<file path="src/iqsw_pkg.sv">
// ----------------------------------------------------------------------------
// iqsw_pkg
// Shared widths, register map and slot result type for the input-queued
// switch head-of-line arbiter.
// ----------------------------------------------------------------------------
`default_nettype none

package iqsw_pkg;

    // payload field widths
    localparam int FIELD_PORTS = 8;
    localparam int DEST_W      = 3;
    localparam int MASK_W      = FIELD_PORTS;
    localparam int DESTS_W     = FIELD_PORTS * DEST_W;
    localparam int COUNT_W     = 4;
    localparam int TOTAL_W     = 32;

    // configuration register map
    localparam int CFG_W       = 4;
    localparam int APB_DATA_W  = 32;
    localparam int APB_ADDR_W  = 3;
    localparam int REG_IDX_W   = APB_ADDR_W - 2;

    localparam logic [REG_IDX_W-1:0] REG_PORTS_IN_USE = 1'b0;
    localparam logic [CFG_W-1:0]     PORTS_IN_USE_RST = 4'd8;

    typedef struct packed {
        logic [MASK_W-1:0]  grant;
        logic [MASK_W-1:0]  busy;
        logic [COUNT_W-1:0] count;
        logic [MASK_W-1:0]  bad;
    } slot_res_t;

endpackage

`default_nettype wire

</file>
<file path="src/iqsw_in_if.sv">
// ----------------------------------------------------------------------------
// iqsw_in_if
// Time slot channel: arrival mask and packed new head destinations.
// ----------------------------------------------------------------------------
`default_nettype none

interface iqsw_in_if;

    logic                         valid;
    logic                         ready;
    logic [iqsw_pkg::MASK_W-1:0]  arrival_mask;
    logic [iqsw_pkg::DESTS_W-1:0] arrival_destinations;

    modport source (
        output valid,
        input  ready,
        output arrival_mask,
        output arrival_destinations
    );

    modport sink (
        input  valid,
        output ready,
        input  arrival_mask,
        input  arrival_destinations
    );

endinterface

`default_nettype wire

</file>
<file path="src/iqsw_out_if.sv">
// ----------------------------------------------------------------------------
// iqsw_out_if
// Slot result channel: grants, busy outputs, counts and dropped arrivals.
// ----------------------------------------------------------------------------
`default_nettype none

interface iqsw_out_if;

    logic                         valid;
    logic                         ready;
    logic [iqsw_pkg::MASK_W-1:0]  input_grant_mask;
    logic [iqsw_pkg::MASK_W-1:0]  output_busy_mask;
    logic [iqsw_pkg::COUNT_W-1:0] slot_sent;
    logic [iqsw_pkg::TOTAL_W-1:0] total_sent;
    logic [iqsw_pkg::MASK_W-1:0]  bad_destination_mask;

    modport source (
        output valid,
        input  ready,
        output input_grant_mask,
        output output_busy_mask,
        output slot_sent,
        output total_sent,
        output bad_destination_mask
    );

    modport sink (
        input  valid,
        output ready,
        input  input_grant_mask,
        input  output_busy_mask,
        input  slot_sent,
        input  total_sent,
        input  bad_destination_mask
    );

endinterface

`default_nettype wire

</file>
<file path="src/iqsw_slot.sv">
// ----------------------------------------------------------------------------
// iqsw_slot
// One time slot of the crossbar: fills empty heads from arrivals, then grants
// each output to the lowest-numbered eligible input asking for it.
// ----------------------------------------------------------------------------
`default_nettype none

module iqsw_slot #(
    parameter int PORTS = 8,
    parameter int N_W   = 4
) (
    input  wire logic [PORTS-1:0]                  head_occ,
    input  wire logic [PORTS-1:0][iqsw_pkg::DEST_W-1:0] head_dest,
    input  wire logic [N_W-1:0]                    n_active,
    input  wire logic [iqsw_pkg::MASK_W-1:0]       arrival_mask,
    input  wire logic [iqsw_pkg::DESTS_W-1:0]      arrival_destinations,
    output logic      [PORTS-1:0]                  head_occ_next,
    output logic      [PORTS-1:0][iqsw_pkg::DEST_W-1:0] head_dest_next,
    output iqsw_pkg::slot_res_t                    res
);
    import iqsw_pkg::*;

    localparam int CMP_W = (N_W > DEST_W) ? N_W : DEST_W;

    logic [PORTS-1:0]             arrive;
    logic [PORTS-1:0]             bad;
    logic [PORTS-1:0]             occ1;
    logic [PORTS-1:0][DEST_W-1:0] dest1;
    logic [PORTS-1:0]             elig;
    logic [PORTS-1:0]             grant;
    logic [MASK_W-1:0]            busy;
    logic [COUNT_W-1:0]           cnt;

    for (genvar i = 0; i < PORTS; i++) begin : g_port
        localparam logic [N_W-1:0] IDX = N_W'(i);
        logic              act;
        logic              arr_bit;
        logic [DEST_W-1:0] new_dest;

        assign act = IDX < n_active;

        // ports beyond the payload fields never see arrivals
        if (i < FIELD_PORTS) begin : g_field
            assign arr_bit  = arrival_mask[i];
            assign new_dest = arrival_destinations[DEST_W*i +: DEST_W];
        end
        else begin : g_nofield
            assign arr_bit  = 1'b0;
            assign new_dest = '0;
        end

        assign arrive[i] = act && !head_occ[i] && arr_bit;
        assign bad[i]    = arrive[i] && (CMP_W'(new_dest) >= CMP_W'(n_active));
        assign occ1[i]   = head_occ[i] || (arrive[i] && !bad[i]);
        assign dest1[i]  = (arrive[i] && !bad[i]) ? new_dest : head_dest[i];
        // stale heads pointing past the active range stay parked
        assign elig[i]   = act && occ1[i] && (CMP_W'(dest1[i]) < CMP_W'(n_active));
    end

    // fixed priority: a lower input asking for the same output wins
    always_comb
    begin
        grant = elig;
        for (int i = 1; i < PORTS; i++)
        begin
            for (int j = 0; j < i; j++)
            begin
                if (elig[j] && (dest1[j] == dest1[i]))
                begin
                    grant[i] = 1'b0;
                end
            end
        end
    end

    always_comb
    begin
        busy = '0;
        for (int i = 0; i < PORTS; i++)
        begin
            if (grant[i])
            begin
                busy[dest1[i]] = 1'b1;
            end
        end
    end

    // one packet per busy output
    always_comb
    begin
        cnt = '0;
        for (int k = 0; k < MASK_W; k++)
        begin
            cnt = cnt + COUNT_W'(busy[k]);
        end
    end

    assign head_occ_next  = occ1 & ~grant;
    assign head_dest_next = dest1;

    for (genvar k = 0; k < MASK_W; k++) begin : g_mask
        if (k < PORTS) begin : g_live
            assign res.grant[k] = grant[k];
            assign res.bad[k]   = bad[k];
        end
        else begin : g_pad
            assign res.grant[k] = 1'b0;
            assign res.bad[k]   = 1'b0;
        end
    end

    assign res.busy  = busy;
    assign res.count = cnt;

endmodule

`default_nettype wire

</file>
<file path="src/input_queued_switch_hol_arbiter_unit.sv">
// an accepted slot passes the input register and the result register before it shows on out_ch
// throughput: one time slot per cycle while out_ch is not stalled, set by the single-pass slot logic
//   between the input register and the result register
// a slot is taken while a finished result waits, the input register parts them
// reset: all heads empty, running total zero, ports_in_use back to 8
// ----------------------------------------------------------------------------
// input_queued_switch_hol_arbiter_unit
// Input-queued crossbar scheduler with head-of-line blocking and fixed
// priority, APB configuration and valid/ready slot channels.
// ----------------------------------------------------------------------------
`default_nettype none

module input_queued_switch_hol_arbiter_unit #(
    parameter int PORTS = 8
) (
    input  wire logic                            clk,
    input  wire logic                            rst_n,
    input  wire logic                            psel,
    input  wire logic                            penable,
    input  wire logic                            pwrite,
    input  wire logic [iqsw_pkg::APB_ADDR_W-1:0] paddr,
    input  wire logic [iqsw_pkg::APB_DATA_W-1:0] pwdata,
    output logic      [iqsw_pkg::APB_DATA_W-1:0] prdata,
    output logic                                 pready,
    iqsw_in_if.sink                              in_ch,
    iqsw_out_if.source                           out_ch
);
    import iqsw_pkg::*;

    localparam int N_W     = $clog2(PORTS + 1);
    localparam int CLAMP_W = (N_W > CFG_W) ? N_W : CFG_W;

    logic [CFG_W-1:0]   ports_in_use_reg;
    logic [REG_IDX_W-1:0] reg_idx;
    logic [CLAMP_W-1:0] cfg_ext;
    logic [N_W-1:0]     n_active;

    logic               s1_valid_reg;
    logic [MASK_W-1:0]  s1_mask_reg;
    logic [DESTS_W-1:0] s1_dests_reg;
    logic               advance;

    logic [PORTS-1:0]             head_occ_reg;
    logic [PORTS-1:0][DEST_W-1:0] head_dest_reg;
    logic [PORTS-1:0]             head_occ_next;
    logic [PORTS-1:0][DEST_W-1:0] head_dest_next;
    slot_res_t                    slot_res;

    logic               out_valid_reg;
    slot_res_t          res_reg;
    logic [TOTAL_W-1:0] total_reg;
    logic [TOTAL_W-1:0] total_next;
    logic [TOTAL_W:0]   total_sum;

    // register file
    assign reg_idx = paddr[APB_ADDR_W-1:2];
    assign pready  = 1'b1;

    always_ff @(posedge clk or negedge rst_n)
    begin
        if (!rst_n)
        begin
            ports_in_use_reg <= PORTS_IN_USE_RST;
        end
        else if (psel && penable && pwrite && pready && (reg_idx == REG_PORTS_IN_USE))
        begin
            ports_in_use_reg <= pwdata[CFG_W-1:0];
        end
    end

    always_comb
    begin
        prdata = '0;
        if (reg_idx == REG_PORTS_IN_USE)
        begin
            prdata = APB_DATA_W'(ports_in_use_reg);
        end
    end

    // zero acts as one, anything past PORTS acts as PORTS
    assign cfg_ext = CLAMP_W'(ports_in_use_reg);

    always_comb
    begin
        priority if (ports_in_use_reg == '0)
        begin
            n_active = N_W'(1);
        end
        else if (cfg_ext > CLAMP_W'(PORTS))
        begin
            n_active = N_W'(PORTS);
        end
        else
        begin
            n_active = N_W'(cfg_ext);
        end
    end

    // slot pipeline
    assign advance     = s1_valid_reg && (!out_valid_reg || out_ch.ready);
    assign in_ch.ready = !s1_valid_reg || advance;

    always_ff @(posedge clk or negedge rst_n)
    begin
        if (!rst_n)
        begin
            s1_valid_reg <= 1'b0;
        end
        else if (in_ch.ready)
        begin
            s1_valid_reg <= in_ch.valid;
        end
    end

    always_ff @(posedge clk)
    begin
        if (in_ch.valid && in_ch.ready)
        begin
            s1_mask_reg  <= in_ch.arrival_mask;
            s1_dests_reg <= in_ch.arrival_destinations;
        end
    end

    iqsw_slot #(
        .PORTS (PORTS),
        .N_W   (N_W)
    ) u_slot (
        .head_occ             (head_occ_reg),
        .head_dest            (head_dest_reg),
        .n_active             (n_active),
        .arrival_mask         (s1_mask_reg),
        .arrival_destinations (s1_dests_reg),
        .head_occ_next        (head_occ_next),
        .head_dest_next       (head_dest_next),
        .res                  (slot_res)
    );

    // saturating running total
    assign total_sum  = {1'b0, total_reg} + (TOTAL_W + 1)'(slot_res.count);
    assign total_next = total_sum[TOTAL_W] ? {TOTAL_W{1'b1}} : total_sum[TOTAL_W-1:0];

    always_ff @(posedge clk or negedge rst_n)
    begin
        if (!rst_n)
        begin
            head_occ_reg  <= '0;
            head_dest_reg <= '0;
            total_reg     <= '0;
            out_valid_reg <= 1'b0;
        end
        else
        begin
            if (advance)
            begin
                head_occ_reg  <= head_occ_next;
                head_dest_reg <= head_dest_next;
                total_reg     <= total_next;
                out_valid_reg <= 1'b1;
            end
            else if (out_ch.ready)
            begin
                out_valid_reg <= 1'b0;
            end
        end
    end

    always_ff @(posedge clk)
    begin
        if (advance)
        begin
            res_reg <= slot_res;
        end
    end

    assign out_ch.valid                = out_valid_reg;
    assign out_ch.input_grant_mask     = res_reg.grant;
    assign out_ch.output_busy_mask     = res_reg.busy;
    assign out_ch.slot_sent            = res_reg.count;
    assign out_ch.total_sent           = total_reg;
    assign out_ch.bad_destination_mask = res_reg.bad;

endmodule

`default_nettype wire

</file>
<file path="src/flat_wrapper.sv">
// flat-port wrapper written by rule: the top's interface ports become plain ports
module input_queued_switch_hol_arbiter_unit_flat import iqsw_pkg::*;
#(
    parameter int PORTS = 8
)
  (clk, rst_n, psel, penable, pwrite, paddr, pwdata, prdata, pready, in_ch_valid, in_ch_ready, in_ch_arrival_mask, in_ch_arrival_destinations, out_ch_valid, out_ch_ready, out_ch_input_grant_mask, out_ch_output_busy_mask, out_ch_slot_sent, out_ch_total_sent, out_ch_bad_destination_mask);
  iqsw_in_if in_ch_i ();
  iqsw_out_if out_ch_i ();
  input  wire logic clk;
  input  wire logic rst_n;
  input  wire logic psel;
  input  wire logic penable;
  input  wire logic pwrite;
  input  wire logic [iqsw_pkg::APB_ADDR_W-1:0] paddr;
  input  wire logic [iqsw_pkg::APB_DATA_W-1:0] pwdata;
  output logic      [iqsw_pkg::APB_DATA_W-1:0] prdata;
  output logic pready;
  input wire logic [$bits(in_ch_i.valid)-1:0] in_ch_valid;
  output wire logic [$bits(in_ch_i.ready)-1:0] in_ch_ready;
  input wire logic [$bits(in_ch_i.arrival_mask)-1:0] in_ch_arrival_mask;
  input wire logic [$bits(in_ch_i.arrival_destinations)-1:0] in_ch_arrival_destinations;
  output wire logic [$bits(out_ch_i.valid)-1:0] out_ch_valid;
  input wire logic [$bits(out_ch_i.ready)-1:0] out_ch_ready;
  output wire logic [$bits(out_ch_i.input_grant_mask)-1:0] out_ch_input_grant_mask;
  output wire logic [$bits(out_ch_i.output_busy_mask)-1:0] out_ch_output_busy_mask;
  output wire logic [$bits(out_ch_i.slot_sent)-1:0] out_ch_slot_sent;
  output wire logic [$bits(out_ch_i.total_sent)-1:0] out_ch_total_sent;
  output wire logic [$bits(out_ch_i.bad_destination_mask)-1:0] out_ch_bad_destination_mask;
  assign in_ch_i.valid = in_ch_valid;
  assign in_ch_ready = in_ch_i.ready;
  assign in_ch_i.arrival_mask = in_ch_arrival_mask;
  assign in_ch_i.arrival_destinations = in_ch_arrival_destinations;
  assign out_ch_valid = out_ch_i.valid;
  assign out_ch_i.ready = out_ch_ready;
  assign out_ch_input_grant_mask = out_ch_i.input_grant_mask;
  assign out_ch_output_busy_mask = out_ch_i.output_busy_mask;
  assign out_ch_slot_sent = out_ch_i.slot_sent;
  assign out_ch_total_sent = out_ch_i.total_sent;
  assign out_ch_bad_destination_mask = out_ch_i.bad_destination_mask;
  input_queued_switch_hol_arbiter_unit #(.PORTS(PORTS)) u_core (.clk(clk), .rst_n(rst_n), .psel(psel), .penable(penable), .pwrite(pwrite), .paddr(paddr), .pwdata(pwdata), .prdata(prdata), .pready(pready), .in_ch(in_ch_i), .out_ch(out_ch_i));
endmodule
</file>
<file path="config.mk">
export PLATFORM = sky130hd
export DESIGN_NAME = input_queued_switch_hol_arbiter_unit_flat
export DESIGN_NICKNAME = d
export VERILOG_FILES = /design/src/iqsw_pkg.sv /design/src/iqsw_in_if.sv /design/src/iqsw_out_if.sv /design/src/iqsw_slot.sv /design/src/input_queued_switch_hol_arbiter_unit.sv /design/src/flat_wrapper.sv
export SDC_FILE = /design/constraint.sdc
export NUM_CORES = 1
export LEC_CHECK = 0
export ABC_AREA = 1
export BUFFER_PORTS_ARGS = -buffer_cell sky130_fd_sc_hd__buf_2
export CAP_MARGIN = 0
export CORE_ASPECT_RATIO = 1.4
export CORE_MARGIN = 1.5
export CORE_UTILIZATION = 50
export CTS_BUF_LIST = sky130_fd_sc_hd__clkbuf_8
export DETAILED_ROUTE_END_ITERATION = 10
export GPL_ROUTABILITY_DRIVEN = 0
export PLACE_DENSITY = 0.82
export SLEW_MARGIN = 30
export SYNTH_ARGS = -nofsm -noshare
export SYNTH_HDL_FRONTEND = slang
export SYNTH_SLANG_ARGS = --single-unit
</file>
<file path="constraint.sdc">
create_clock -name clk -period 23.5 [get_ports clk]
set_input_delay 4.7 -clock clk [delete_from_list [all_inputs] [get_ports clk]]
set_output_delay 4.7 -clock clk [all_outputs]
set_load 0.1 [all_outputs]
</file>
# [After elaboration in Yosys (flattened, before gate mapping)]
# Index checks and enable logic that the tools add are counted.
# Widths: inputs -> output; s select.
[totals] latchBits=0 inputBits=74 memories=0 romBits=0 ram_bits=0 out_inout_bits=95 ff_bits=130 word_cells=291
[classes] order_cmp=41 bitwise=10 shifts=0 reduce_logical=119 mul=0 mux=66 n_eq_ne=28 addsub=8 div_mod_pow=0
[op_table] op="$logic_and 1x1->1" n=89
[op_table] op="$eq 3x3->1" n=28
[op_table] op="$mux 8" n=8
[op_table] op="$or 8x8->8" n=7
[op_table] op="$mux 1" n=38
[op_table] op="$add 32x4->33" n=1
[op_table] op="$ge 3x4->1" n=8
[op_table] op="$lt 3x4->1" n=8
[op_table] op="$lt 3x4->1 const B" n=8
[op_table] op="$mux 32" n=1
[op_table] op="$demux 1 s3" n=8
[op_table] op="$ge 3x1->1 const B" n=8
[op_table] op="$mux 3" n=8
[op_table] op="$logic_not 1->1" n=18
[op_table] op="$add 4x1->4" n=4
[op_table] op="$lt 3x4->1 const A" n=4
[op_table] op="$mux 4" n=3
[op_table] op="$logic_or 1x1->1" n=10
[op_table] op="$and 8x8->8" n=1
[op_table] op="$lt 1x4->1 const A" n=2
[op_table] op="$lt 2x4->1 const A" n=2
[op_table] op="$not 8->8" n=1
[op_table] op="$add 3x1->4" n=1
[op_table] op="$gt 4x4->1 const B" n=1
[op_table] op="5 further kinds" n=5

# [Logic depth before layout (Yosys ltp)]
# Gate-level depths: netlist (run 1).
[depth] ltp_word=38 ltp_mapped=55 ltp_nobuf=53

# [Cells and area by module]
# From an unflattened synthesis (run 1), not the netlist that was laid out.
[unflattened] hier_cells=1460 hier_area_um2=10607.7
[by_module_without_submodules] mod="input_queued_switch_hol_arbiter_unit" cells_each=590 area_each_um2=5769.3 n_inst=1 seq_area_each_um2=3554.7
[by_module_without_submodules] mod="iqsw_slot" cells_each=870 area_each_um2=4838.4 n_inst=1 seq_area_each_um2=0.0

# [Least setup slack after synthesis (run 1)]
# No wires, ideal clock.
[synth_path] kind="in2out" start="in paddr[2] (netlist name)" end="out prdata[0] (netlist name)" path_buffers=0 t_required_ns=18.800 slack_ns=12.847 path_stages=1 t_arrival_ns=5.953 cell_sequence="nor2_1"
[synth_via] elab_chain_len=1
[synth_rtl] item="start, declared" line_no="flat_wrapper.sv:14" rtl="input wire logic [iqsw_pkg::APB_ADDR_W-1:0] paddr;"
[synth_rtl] item="$mux 4" line_no="input_queued_switch_hol_arbiter_unit.sv:74" rtl="if (reg_idx == REG_PORTS_IN_USE)"
[synth_rtl] item="end, declared" line_no="flat_wrapper.sv:16" rtl="output logic [iqsw_pkg::APB_DATA_W-1:0] prdata;"
# No other way between the ends.

==> results of run 1 <==
synthesized netlist by cell type, types with 2 or more instances:
master,n
a21oi_1,18
or2_2,5
nand2_1,446
nor2_2,6
nand3_4,2
dfrtp_1,69
a21oi_4,2
buf_2,9
nand3_1,91
o21ai_1,9
fa_1,5
inv_2,11
nor2_4,10
xor2_1,25
o21ai_2,10
conb_1,2
o22ai_1,3
o21ai_0,52
a21boi_0,5
a21boi_1,2
o21ai_4,4
nor3_1,16
edfxtp_1,60
nor2_1,157
buf_6,8
nand4_1,50
ha_1,42
nand2_2,11
nand4_4,2
buf_4,37
nand3b_1,3
nor4_1,4
clkbuf_1,10
nand3_2,4
xnor2_1,20
inv_1,159
o21bai_1,3
worst max-delay path: cells and delay by family, from the launching register on:
| family | cells | cell delay [ns] |
|---|---|---|
| buf+inv | 8 | 1.06 |
| simple gates | 21 | 3.60 |
| compound gates | 5 | 1.27 |
| flops | 1 | 0.95 |
| fa+ha+maj | 8 | 3.39 |
through the flow:
step | instance area [sq um] | instances | hold WS, ns | util
final | 10900 | 1742 | 0.494 | 0.565
after detailed placement | 10500 | 1710 | 0.476 | 0.543
after global placement | 10500 | 1710 | 0.466 | 0.543
after floorplan | 10100 | 1410 | 0.447 | -
after CTS | 10900 | 1742 | 0.495 | 0.564
after global routing | 10900 | 1742 | 0.512 | 0.565
per-layer routing:
metal | up-vias | global-route usage | part of all wire
met2 | 491 | 0.451 | 0.50
met1 | 4290 | 0.305 | 0.38
met5 | - | 0 | 0
met4 | 0 | 0.133 | 0.040
li1 | 4573 | - | -
met3 | 106 | 0.0597 | 0.086
kinds of logic after synthesis:
kind of cell	synth area share
other cells	0.000754
fa+ha+maj	0.0628
compound gates	0.0706
simple gates	0.359
buf+inv	0.110
flops	0.357
xor+xnor	0.0396
worst paths after layout:
check                                    startpoint  cells after the start                           end
max                               u_core.cfg_ext[3]                     42  u_core.out_ch.total_sent[27]
min                        u_core.head_dest_reg[13]                      2      u_core.head_dest_reg[13]
max reg2reg                       u_core.cfg_ext[3]                     42  u_core.out_ch.total_sent[27]
min reg2reg                u_core.head_dest_reg[13]                      2      u_core.head_dest_reg[13]
max in group asynchronous                     rst_n                      2       u_core.head_dest_reg[5]
min in group asynchronous                     rst_n                      2  u_core.out_ch.total_sent[12]
layout by cell type (no fill, tap or decap), types with 3 or more instances in the layout:
cell type,netlist,final
a21boi_0,5,5
a21oi_1,18,18
buf_2,9,109
buf_4,37,6
clkbuf_8,0,18
clkinv_4,0,3
conb_1,2,30
dfrtp_1,69,69
edfxtp_1,60,60
fa_1,5,5
ha_1,42,42
inv_1,159,158
inv_2,11,11
inv_6,0,5
nand2_1,446,446
nand2_2,11,11
nand3_1,91,91
nand3_2,4,4
nand3b_1,3,3
nand4_1,50,50
nor2_1,157,157
nor2_2,6,6
nor2_4,10,10
nor3_1,16,16
nor4_1,4,4
o21ai_0,52,52
o21ai_1,9,8
o21ai_2,10,11
o21ai_4,4,4
o21bai_1,3,3
o22ai_1,3,3
or2_2,5,5
xnor2_1,20,20
xor2_1,25,25
cell type report:
cell class / count / share of cell area
clock buffers: 18 / 0.0226
well taps: 248 / 0.0284
repair buffers: 116 / 0.0550
multi-input cells: 1045 / 0.495
inverters: 171 / 0.0588
flip-flops and latches: 130 / 0.325
clock inverters: 14 / 0.0150
==> impl_metrics.env, run 1 <==
export IMPL_drv_cap=0
export IMPL_seq_area_frac_synth=0.357
export IMPL_n_fill_cell=1816
export IMPL_crit_type="reg2reg"
export IMPL_antenna_found_initial=0
export IMPL_dp_hpwl_mm=18.5
export IMPL_largest_register_ffs=32
export IMPL_portBuffers=109
export IMPL_syn_inst=1382
export IMPL_layout_nets=1602
export IMPL_synth_area_leaders="edfxtp_1, dfrtp_1, nand2_1"
export IMPL_drt_iter0_drc=787
export IMPL_vias_per_cell=5.43
export IMPL_fp_dieArea_sq_mm=0.0208
export IMPL_cts_root_buffer="clkbuf_8"
export IMPL_rows=60
export IMPL_slowest_delay_ns=0.95
export IMPL_synth_ff_type="dfrtp_1"
export IMPL_multi_input_area_sq_mm=0.00542
export IMPL_die_width_um=122
export IMPL_insertedDiodeCount=0
export IMPL_setup_ws_ns=13.13
export IMPL_grt_start_max_net_pins=71
export IMPL_clkTransAtPathRegs_ns=0.08
export IMPL_async_flop_share=0.538
export IMPL_min_period_ns=10.37
export IMPL_cts_hold_buf=0
export IMPL_cts_resized=0
export IMPL_min_path_type="reg2reg"
export IMPL_ys_seq_elements=130
export IMPL_avgSynthCellArea_sq_um=7.20
export IMPL_rrSetupSlack_ns=13.13
export IMPL_endpoint_kind="flop"
export IMPL_synth_top_area_cell="edfxtp_1"
export IMPL_required_ns=23.86
export IMPL_syn_to_final_growth_pct=9.88
export IMPL_ant_nets=0
export IMPL_place_ws_ns=13.12
export IMPL_finalSetupTns_ns=0
export IMPL_grt_pass1_wl_mm=43.4
export IMPL_cp_arrival_ns=10.74
export IMPL_io_pins=169
export IMPL_cts_tree="yes"
export IMPL_cts_buffer_depth=2
export IMPL_crit_path_max_fanout=25
export IMPL_clkLatencyLatePin_ns=0.47
export IMPL_clock_skew_ns=0.0304
export IMPL_cts_made_buffers=17
export IMPL_num_vias=9460
export IMPL_drive_above_1_share=0.148
export IMPL_worstMarginPinSlew_ns=0.935
export IMPL_synth_edf_count=60
export IMPL_slew_limit_headroom=0.374
export IMPL_ys_types=47
export IMPL_final_period_utilization=0.441
export IMPL_mappedNetlistArea_sq_mm=0.00995
export IMPL_drt_total_wl_mm=26.4
export IMPL_yosysTopAreaCellShare=0.181
export IMPL_path_common_cell="nand2_1"
export IMPL_slowest_stage="dfstp_2"
export IMPL_start_util=0.514
export IMPL_dr_pass1_iters=7
export IMPL_clock_sinks=130
export IMPL_core_area_sq_mm=0.0194
export IMPL_slew_violations=0
export IMPL_max_freq_ghz=0.0964
export IMPL_gr_total_overflow=0
export IMPL_htree_levels=4
export IMPL_regArea_sq_mm=0.00355
export IMPL_cts_setup_buffers=0
export IMPL_grt_pass1_vias=9209
export IMPL_grt_setup_unrepaired="false"
export IMPL_wl_per_cell_um=15.1
export IMPL_yosysWarnings=0
export IMPL_drc_errors=0
export IMPL_final_setup_viol_count=0
export IMPL_die_y_um=170
export IMPL_outcome="complete, no violations"
export IMPL_track_usage=0.263
export IMPL_startpoint_type="flop"
export IMPL_final_hold_violation_count=0
Power of run 1 is not shown: default switching activity piles up to over one toggle a cycle in this logic, so the estimate is an artifact.
==> run 2: changes to the inputs <==
--- a/config.mk
+++ b/config.mk
@@ -5,7 +5,7 @@
 export SDC_FILE = /design/constraint.sdc
 export NUM_CORES = 1
 export LEC_CHECK = 0
-export ABC_AREA = 1
+export ABC_AREA = 0
 export BUFFER_PORTS_ARGS = -buffer_cell sky130_fd_sc_hd__buf_2
 export CAP_MARGIN = 0
 export CORE_ASPECT_RATIO = 1.4
@@ -14,7 +14,7 @@
 export CTS_BUF_LIST = sky130_fd_sc_hd__clkbuf_8
 export DETAILED_ROUTE_END_ITERATION = 10
 export GPL_ROUTABILITY_DRIVEN = 0
-export PLACE_DENSITY = 0.82
+export PLACE_DENSITY = 0.86
 export SLEW_MARGIN = 30
 export SYNTH_ARGS = -nofsm -noshare
 export SYNTH_HDL_FRONTEND = slang
==> constraint.sdc (replaced) <==
create_clock -name clk -period 8.9 [get_ports clk]
set_input_delay 1.78 -clock clk [delete_from_list [all_inputs] [get_ports clk]]
set_output_delay 1.78 -clock clk [all_outputs]
set_load 0.1 [all_outputs]
==> run 2 against run 1 <==
Against the previous run: via count down 15%; flip-flop and latch count did not move; worst setup slack got worse by 13 ns; clock skew is 0.016 ns lower; synthesized cell count decreased by 35%; routed wire length fell by 2.4%; cell area up 0.39%; clock-buffer cell count is the same; worst hold slack lost 0.0056 ns; utilization up 6.6 points; critical endpoint unchanged; global-route usage is 0.31 points higher.
==> impl_metrics.env, run 2 <==
export IMPL_outcome="complete, no violations"
export IMPL_final_hold_violation_count=0
export IMPL_rows=57
export IMPL_yosysTopAreaCellShare=0.203
export IMPL_core_area_sq_mm=0.0174
export IMPL_htree_levels=4
export IMPL_insertedDiodeCount=0
export IMPL_die_y_um=161
export IMPL_async_flop_share=0.538
export IMPL_cp_top_family="adder cells"
export IMPL_mappedNetlistArea_sq_mm=0.00889
export IMPL_track_usage=0.266
export IMPL_finalSetupTns_ns=0
export IMPL_clock_sinks=130
export IMPL_whs_ns=0.488
export IMPL_cts_root_buffer="clkbuf_8"
export IMPL_fp_dieArea_sq_mm=0.0186
export IMPL_drc_errors=0
export IMPL_slew_violations=0
export IMPL_clock_skew_ns=0.0145
export IMPL_slew_limit_headroom=0.420
export IMPL_drt_total_wl_mm=25.7
export IMPL_io_pins=169
export IMPL_die_width_um=116
export IMPL_worstPathBufferInverterCount=7
export IMPL_final_period_utilization=0.975
export IMPL_required_ns=9.30
export IMPL_synth_edf_count=60
export IMPL_dr_pass1_iters=6
export IMPL_layout_nets=1207
export IMPL_drt_iter0_drc=778
export IMPL_seq_area_frac_synth=0.400
export IMPL_cts_tree="yes"
export IMPL_max_freq_ghz=0.115
export IMPL_startpoint_type="flop"
export IMPL_drive_above_1_share=0.310
export IMPL_ant_nets=0
export IMPL_dp_hpwl_mm=17.3
export IMPL_ys_seq_elements=130
export IMPL_start_util=0.511
export IMPL_grt_start_max_net_pins=71
export IMPL_largest_register_ffs=32
export IMPL_drv_cap=0
export IMPL_cts_made_buffers=17
export IMPL_final_setup_viol_count=0
export IMPL_slowest_delay_ns=0.57
export IMPL_ys_types=87
export IMPL_synth_area_leaders="edfxtp_1, dfrtp_1, xnor2_1"
export IMPL_crit_type="reg2reg"
export IMPL_min_period_ns=8.68
export IMPL_antenna_found_initial=0
export IMPL_n_fill_cell=1342
export IMPL_cp_arrival_ns=9.08
export IMPL_min_path_type="reg2reg"
export IMPL_synth_most_common_cell="nand2_1"
export IMPL_synth_ff_type="dfrtp_1"
export IMPL_vias_per_cell=6.03
export IMPL_clkLatencyLatePin_ns=0.48
export IMPL_yosysWarnings=0
export IMPL_worstMarginPinSlew_ns=0.846
export IMPL_final_cell_mix="buf_2, nand2_1, buf_4"
export IMPL_num_vias=8048
export IMPL_syn_to_final_growth_pct=23.5
export IMPL_gr_total_overflow=0
export IMPL_portBuffers=109
export IMPL_grt_pass1_wl_mm=38.1
export IMPL_synth_top_cells_by_count="nand2_1, xnor2_1, dfrtp_1, edfxtp_1, nor2_1"
export IMPL_crit_path_max_fanout=7
export IMPL_syn_inst=901
export IMPL_wl_per_cell_um=19.3
export IMPL_post_route_cell_area_sq_mm=0.0110
export IMPL_avgSynthCellArea_sq_um=9.87
export IMPL_post_dp_cell_area_sq_mm=0.0100
export IMPL_endpoint_kind="flop"
export IMPL_final_common_cell="buf_2"
export IMPL_grt_pass1_vias=7803
export IMPL_synth_top_area_cell="edfxtp_1"
export IMPL_clkTransAtPathRegs_ns=0.08
export IMPL_cts_hold_buf=0
export IMPL_slowest_stage="or4_4"
export IMPL_cts_buffer_depth=2
[run 2: cell count changes after synthesis, sizes merged, moves of 13 or more]
| cell | change |
|---|---|
| nor4 | +14 |
| inv | -123 |
| mux2 | +13 |
| mux2i | +29 |
| and3 | +18 |
| nand2 | -361 |
| nand3 | -74 |
| o21ai | -25 |
| nand4 | -36 |
| xnor2 | +58 |
| nor2 | -128 |
[run 2: worst paths after layout]
check | from | endpoint | slack, ns | cells after the start
setup / recovery | u_core.cfg_ext[2] | u_core.out_ch.total_sent[27] | 0.22 | 38
hold / removal | u_core.head_dest_reg[15] | u_core.head_dest_reg[15] | 0.49 | 2
setup reg to reg | u_core.cfg_ext[2] | u_core.out_ch.total_sent[27] | 0.22 | 38
hold reg to reg | u_core.head_dest_reg[15] | u_core.head_dest_reg[15] | 0.49 | 2
max in group asynchronous | rst_n | u_core.head_occ_reg[0] | 7.00 | 2
min in group asynchronous | rst_n | u_core.out_ch.total_sent[14] | 1.40 | 2
[run 2: final cells by class]
type,instances,area [sq um],area share
multi-input combinational,686,5300,0.482
sequential,130,3550,0.324
timing repair buffer,202,1260,0.115
tap,236,295,0.0269
clock buffer,18,248,0.0226
inverter,48,191,0.0174
clock inverter,14,126,0.0115
timing repair inverter,1,8.76,0.000798
[run 2: per-stage QoR]
stage	util	setup slack, ns	cells
after global placement	0.576	-0.00981	1276
final	0.631	0.220	1335
after global routing	0.631	-0.133	1335
after CTS	0.603	0.0732	1314
after detailed placement	0.576	-0.257	1276
after floorplan	-	0.00848	929
[run 2: timing repair]
action / 4_1_cts / 5_1_grt
pin swaps: 3 / 35
endpoints found under the hold margin: 0 / 0
setup endpoints to repair: 27 / 32
setup buffers: 5 / 21
resized for setup: 10 / 65
cloned: 1 / 0
[run 2: kinds of logic (layout without fill, tap and decap cells)]
kind of cell    Yosys count  in the layout  share of synthesized area
xor+xnor                 93             93                     0.0916
simple gates            299            299                      0.171
other cells               2             30                   0.000845
compound gates          175            175                      0.143
buf+inv                 113            283                     0.0639
fa+ha+maj                47             47                     0.0704
mux                      42             42                     0.0597
flops                   130            130                      0.400
[run 2: worst register-to-register path, delay by kind of cell, from the launching register on]
family | cells | cell delay, ns
fa+ha+maj | 8 | 2.85
simple gates | 10 | 2.42
mux | 1 | 0.26
buf+inv | 7 | 0.64
compound gates | 11 | 1.89
xor+xnor | 1 | 0.17
flops | 1 | 0.39
[run 2: metal layers]
metal	share of wire	GRT usage	vias up
met5	0	0	-
met4	0.073	0.187	0
met3	0.074	0.0668	164
met2	0.49	0.451	442
met1	0.36	0.286	3874
li1	-	-	3568
Power of run 2 is left out for the same reason.
